File: src/hw/rtl/src_pkg.sv
// shared types, constants and arithmetic helpers for the sensor compensation block
package src_pkg;

    // item field widths
    localparam int PRESS_RAW_W = 20;
    localparam int TEMP_RAW_W  = 20;
    localparam int HUM_RAW_W   = 16;
    localparam int TEMP_W      = 32;
    localparam int PRESS_W     = 24;
    localparam int HUM_W       = 14;
    localparam int IN_DATA_W   = 56;
    localparam int OUT_DATA_W  = 72;

    // configuration port
    localparam int CFG_IDX_W  = 3;
    localparam int CFG_DATA_W = 64;
    localparam logic [CFG_IDX_W-1:0] CFG_TEMP_WORDS       = 3'd0;
    localparam logic [CFG_IDX_W-1:0] CFG_PRESS_LOW_WORDS  = 3'd1;
    localparam logic [CFG_IDX_W-1:0] CFG_PRESS_HIGH_WORDS = 3'd2;
    localparam logic [CFG_IDX_W-1:0] CFG_MIXED_WORDS      = 3'd3;
    localparam logic [CFG_IDX_W-1:0] CFG_HUM_WORDS        = 3'd4;

    // queue between front and back
    localparam int QUEUE_DEPTH = 4;
    localparam int QUEUE_AW    = 2;

    // divider geometry: 64-bit dividend, 32-bit divisor
    localparam int NUM_W = 64;
    localparam int DEN_W = 32;

    // compensation constants
    localparam logic [32:0] PRESS_FINE_OFS = 33'd128000;
    localparam logic [20:0] PRESS_FULL     = 21'd1048576;
    localparam logic [31:0] PRESS_SCALE    = 32'd3125;
    localparam logic [63:0] PRESS_V1_BIAS  = 64'h0000_8000_0000_0000;
    localparam logic [31:0] HUM_FINE_OFS   = 32'd76800;
    localparam logic [31:0] HUM_MAX_Q10    = 32'd419430400;
    localparam logic [31:0] HUM_INNER_OFS  = 32'd2097152;
    localparam logic [31:0] HUM_ROUND_14   = 32'd16384;
    localparam logic [31:0] HUM_ROUND_13   = 32'd8192;
    localparam logic [31:0] HUM_H3_OFS     = 32'd32768;
    localparam logic [31:0] HUM_ROUND_12   = 32'd2048;
    localparam logic [23:0] HUM_ROUND_10   = 24'd512;
    localparam logic [23:0] HUM_PCT        = 24'd100;
    localparam logic [31:0] PRESS_ROUND_8  = 32'd128;
    localparam logic [31:0] TEMP_ROUND_8   = 32'd128;

    typedef struct packed {
        logic [TEMP_W-1:0] temp;
        logic [HUM_W-1:0]  hum;
    } t_side;

    // front to back item: divider operands plus finished fields
    typedef struct packed {
        logic [NUM_W-1:0] dividend;
        logic [DEN_W-1:0] divisor;
        t_side            side;
    } t_pre;

    // divider result
    typedef struct packed {
        logic [NUM_W-1:0] quo;
        logic             zero;
        t_side            side;
    } t_quot;

    function automatic logic [31:0] sra32(input logic [31:0] x, input int unsigned n);
        return 32'($signed(x) >>> n);
    endfunction

    function automatic logic [63:0] sra64(input logic [63:0] x, input int unsigned n);
        return 64'($signed(x) >>> n);
    endfunction

    function automatic logic [31:0] sx16_32(input logic [15:0] x);
        return {{16{x[15]}}, x};
    endfunction

    function automatic logic [63:0] sx16_64(input logic [15:0] x);
        return {{48{x[15]}}, x};
    endfunction

    function automatic logic [31:0] sx8_32(input logic [7:0] x);
        return {{24{x[7]}}, x};
    endfunction

    // unsigned 32-bit low half times signed 16-bit word, exact, sign extended
    function automatic logic [63:0] mul_u32_s16(input logic [31:0] a, input logic [15:0] b);
        logic signed [48:0] m;
        m = $signed({1'b0, a}) * $signed(b);
        return {{15{m[48]}}, m};
    endfunction

    function automatic logic [63:0] mul_s33_s16(input logic [32:0] a, input logic [15:0] b);
        logic signed [48:0] m;
        m = $signed(a) * $signed(b);
        return {{15{m[48]}}, m};
    endfunction

    function automatic logic [63:0] mul_s33_s33(input logic [32:0] a, input logic [32:0] b);
        logic signed [65:0] m;
        m = $signed(a) * $signed(b);
        return m[63:0];
    endfunction

    function automatic logic [63:0] mul_s32_s32(input logic [31:0] a, input logic [31:0] b);
        logic signed [63:0] m;
        m = $signed(a) * $signed(b);
        return m;
    endfunction

endpackage

File: src/hw/rtl/src_fifo.sv
// short queue that decouples the front from the back
module src_fifo (
    input  logic          i_clk,
    input  logic          i_rst_n,
    input  logic          i_valid,
    output logic          o_ready,
    input  src_pkg::t_pre i_data,
    output logic          o_valid,
    input  logic          i_ready,
    output src_pkg::t_pre o_data
);
    import src_pkg::*;

    t_pre                r_mem [QUEUE_DEPTH];
    logic [QUEUE_AW-1:0] r_wr_ptr, r_rd_ptr;
    logic [QUEUE_AW:0]   r_count;
    logic                w_push, w_pop;

    assign o_ready = (r_count != (QUEUE_AW+1)'(QUEUE_DEPTH));
    assign o_valid = (r_count != '0);
    assign o_data  = r_mem[r_rd_ptr];
    assign w_push  = i_valid && o_ready;
    assign w_pop   = o_valid && i_ready;

    // pointers and fill level
    always_ff @(posedge i_clk) begin
        if (!i_rst_n) begin
            r_wr_ptr <= '0;
            r_rd_ptr <= '0;
            r_count  <= '0;
        end else begin
            if (w_push) begin
                r_wr_ptr <= r_wr_ptr + 1'b1;
            end
            if (w_pop) begin
                r_rd_ptr <= r_rd_ptr + 1'b1;
            end
            r_count <= r_count + (QUEUE_AW+1)'(w_push) - (QUEUE_AW+1)'(w_pop);
        end
    end

    // storage
    always_ff @(posedge i_clk) begin
        if (w_push) begin
            r_mem[r_wr_ptr] <= i_data;
        end
    end

endmodule

File: config.mk
export PLATFORM = sky130hd
export DESIGN_NAME = src_fifo
export DESIGN_NICKNAME = d
export VERILOG_FILES = /design/src/hw/rtl/src_pkg.sv /design/src/hw/rtl/src_fifo.sv
export SDC_FILE = /design/constraint.sdc
export NUM_CORES = 1
export LEC_CHECK = 0
export BUFFER_PORTS_ARGS = -buffer_cell sky130_fd_sc_hd__buf_4
export CAP_MARGIN = 20
export CORE_MARGIN = 1.5
export CORE_UTILIZATION = 40
export CTS_CLUSTER_DIAMETER = 80
export DETAILED_ROUTE_END_ITERATION = 10
export MAX_ROUTING_LAYER = met4
export SETUP_SLACK_MARGIN = 0.3
export SYNTH_ARGS = -nofsm -noshare
export SYNTH_HDL_FRONTEND = slang
export SYNTH_SLANG_ARGS = --single-unit
export TNS_END_PERCENT = 5
File: constraint.sdc
create_clock -name i_clk -period 5.9 [get_ports i_clk]
set_input_delay 1.18 -clock i_clk [delete_from_list [all_inputs] [get_ports i_clk]]
set_output_delay 1.18 -clock i_clk [all_outputs]
set_load 0.005 [all_outputs]
==> flow_summary.toml <==
[timing]
setup_viol = 0
slew_headroom = 0.362
rsz0062_at_grt = "false"
fin_tns_setup_ps = 0
hold_viol_final = 0
slew_viol_final = 0
fin_skew_ps = 16.6
timing.final.crit_period_ps = 3940
worst_pin_slew_ps = 958
finalCritPeriodShare = 0.668
fmax_mhz = 254

[routing]
wl_per_cell_um = 22.5
drt_pre_antenna_iters = 5
vias = 9316
ant_nets = 0
drt_wl_total_um = 41700
drt_iter0_markers = 582
drc = 0
vias_per_cell = 5.02

[cells_and_area]
fillCellCount = 4201
area_growth_pct = 23.1
multi_input_area_um2 = 3470
final-seq-area_um2 = 17200
layout_common_cells = "edfxtp_1 (568), buf_4 (300), mux4_2 (142)"
drive_gt1_frac = 0.457
final_cells = 1857
fin_nets = 1277
fin_util = 0.500
final_common_cell = "edfxtp_1"

[global_routing]
grt_max_degree = 59
track_usage = 0.159
antenna_found_initial = 3
grt_pass1_wl_um = 61200
gr-total-overflow = 0
grt_pass1_vias = 9678

[run]
max-cap-violations = 0

[critical_path]
endpoint_kind = "primary output"
worstReg2RegEnd = "r_mem[0][117]$_DFFE_PP_"
critical_path_class = "register to primary output"
cp.arrival_ps = 2760
crit_path_start_kind = "register"
rr_worst_depth = 4
reg2reg_slack_ps = 3170
cp.required_ps = 4720
timing.rr.start = "r_count[1]$_SDFF_PN0_"
critPathMaxFanout = 46

[floorplanning]
die_h_um = 232
start_util = 0.407
io_pins = 290
die_w_um = 232
coreArea_um2 = 51500
fp-row-count = 83
dieArea_um2 = 53700

[clock_tree]
clock_sinks = 577
worstSkewPairLatency_ps = 590
cts_max_level = 2
clkTransAtPathRegs_ps = 60
cts_tree = "done"
cts.path.max_buffers = 3
cts_made_buffers = 58
cts.repair.resized = 0
cts_root_buf = "clkbuf_16"
postCtsSetupBuffers = 0
hold_buffers = 0

[synth]
yosysUniqueCellTypes = 19
synth-seq-cells = 577
synthCells = 790
synth_area_um2 = 20900
syn_avg_cell_area_um2 = 26.5
synth_nets = 943
seq_area_frac_synth = 0.823
ys_warn_count = 0

[place]
dp_cells = 1744
globalplace.congestion = 0.724
dp_hpwl_um = 25300
io_buffers = 289

[pwr]
irDropWorstVdd_v = 0.000288
powerDensity_nw_per_um2 = 423
p_leak_uw = 0.00855

[outcome]
outcome = "completed"

[min_path]
hold_path.class = "register to register"
hold_depth = 2
min_from = "r_wr_ptr[0]$_SDFFE_PN0P_"
holdPathEnd = "r_wr_ptr[0]$_SDFFE_PN0P_"
-- registers in the layout, indices dropped and copies added (netlist names), named ones only --
register	count
r_count	3
r_mem	568
r_wr_ptr	2
r_rd_ptr	2
-- critical path, stage by stage, from the launching register on --
cell and delay (ps):
dfxtp_4 910, buf_12 410, mux4_2 590, buf_4 160
-- worst max-delay path by stage --
stage	from	end	slack (ps)	cells after the start
final	register	o_data[40]	1960	3
after detailed placement	i_valid	r_mem[0][51]$_DFFE_PP_	2380	4
after floorplan	i_valid	r_mem[0][0]$_DFFE_PP_	510	2
after global routing	register	o_data[40]	1700	3
after CTS	register	o_data[86]	1760	3
after global placement	i_valid	r_mem[0][108]$_DFFE_PP_	2420	4
-- metrics by stage --
step / setup WS [ps] / hold WS, ps / area, µm² / total power [µW]
6_report: 1960 / 499 / 25800 / 10900
5_1_grt: 1700 / 562 / 25800 / 11400
4_1_cts: 1760 / 503 / 25800 / 11100
3_5_place_dp: 2380 / 495 / 24000 / 7660
3_3_place_gp: 2420 / 502 / 24000 / 7630
2_1_floorplan: 515 / 468 / 20900 / 6510
-- synth_stat cells --
cell | number | area [µm²]
a21boi_1 | 1 | 7.51
and2_1 | 7 | 43.8
buf_2 | 16 | 80.1
buf_6 | 10 | 113
clkbuf_1 | 7 | 26.3
dfxtp_1 | 9 | 180
edfxtp_1 | 568 | 17100
fa_1 | 1 | 20.0
ha_1 | 6 | 75.1
inv_1 | 5 | 18.8
mux2i_1 | 2 | 20.0
mux4_2 | 142 | 3200
nand2_1 | 5 | 18.8
nor2_1 | 1 | 3.75
nor2b_1 | 3 | 18.8
o311ai_0 | 1 | 8.76
o31a_1 | 1 | 8.76
or3_1 | 1 | 6.26
xnor2_1 | 4 | 35.0
-- power by group --
group          internal (µW)  switching, µW  leakage [µW]
logic                   1310           1020       0.00239
registers               4970            185       0.00528
clock network           1950           1470      0.000879
total                   8220           2680       0.00855
-- layout make-up --
cell class / count / share of cell area
sequential: 577 / 0.669
multi-input combinational: 175 / 0.135
timing repair buffer: 307 / 0.0928
clock buffer: 76 / 0.0622
tap: 680 / 0.0330
clock inverter: 33 / 0.00714
inverter: 5 / 0.000728
antenna: 4 / 0.000388
-- routing by layer --
layer	routed length, µm	track usage	part of all wire
met3	3510	0.0522	0.084
met4	571	0.0367	0.014
met1	17800	0.212	0.43
met5	0	-	0
met2	19900	0.238	0.48
-- cells by family (layout without fill, tap and decap cells) --
kind of cell	Yosys count	count (layout)	share of synthesized area
other	0	4	0
buffers and inverters	38	421	0.0114
adder cells (fa/ha/maj)	7	7	0.00454
AND/OR/NAND/NOR	17	17	0.00436
multiplexers	144	144	0.154
flip-flops	577	577	0.823
XOR/XNOR	4	4	0.00167
AO/OA/AOI/OAI	3	3	0.00120
No activity file was read; power rests on OpenSTA's default activity.
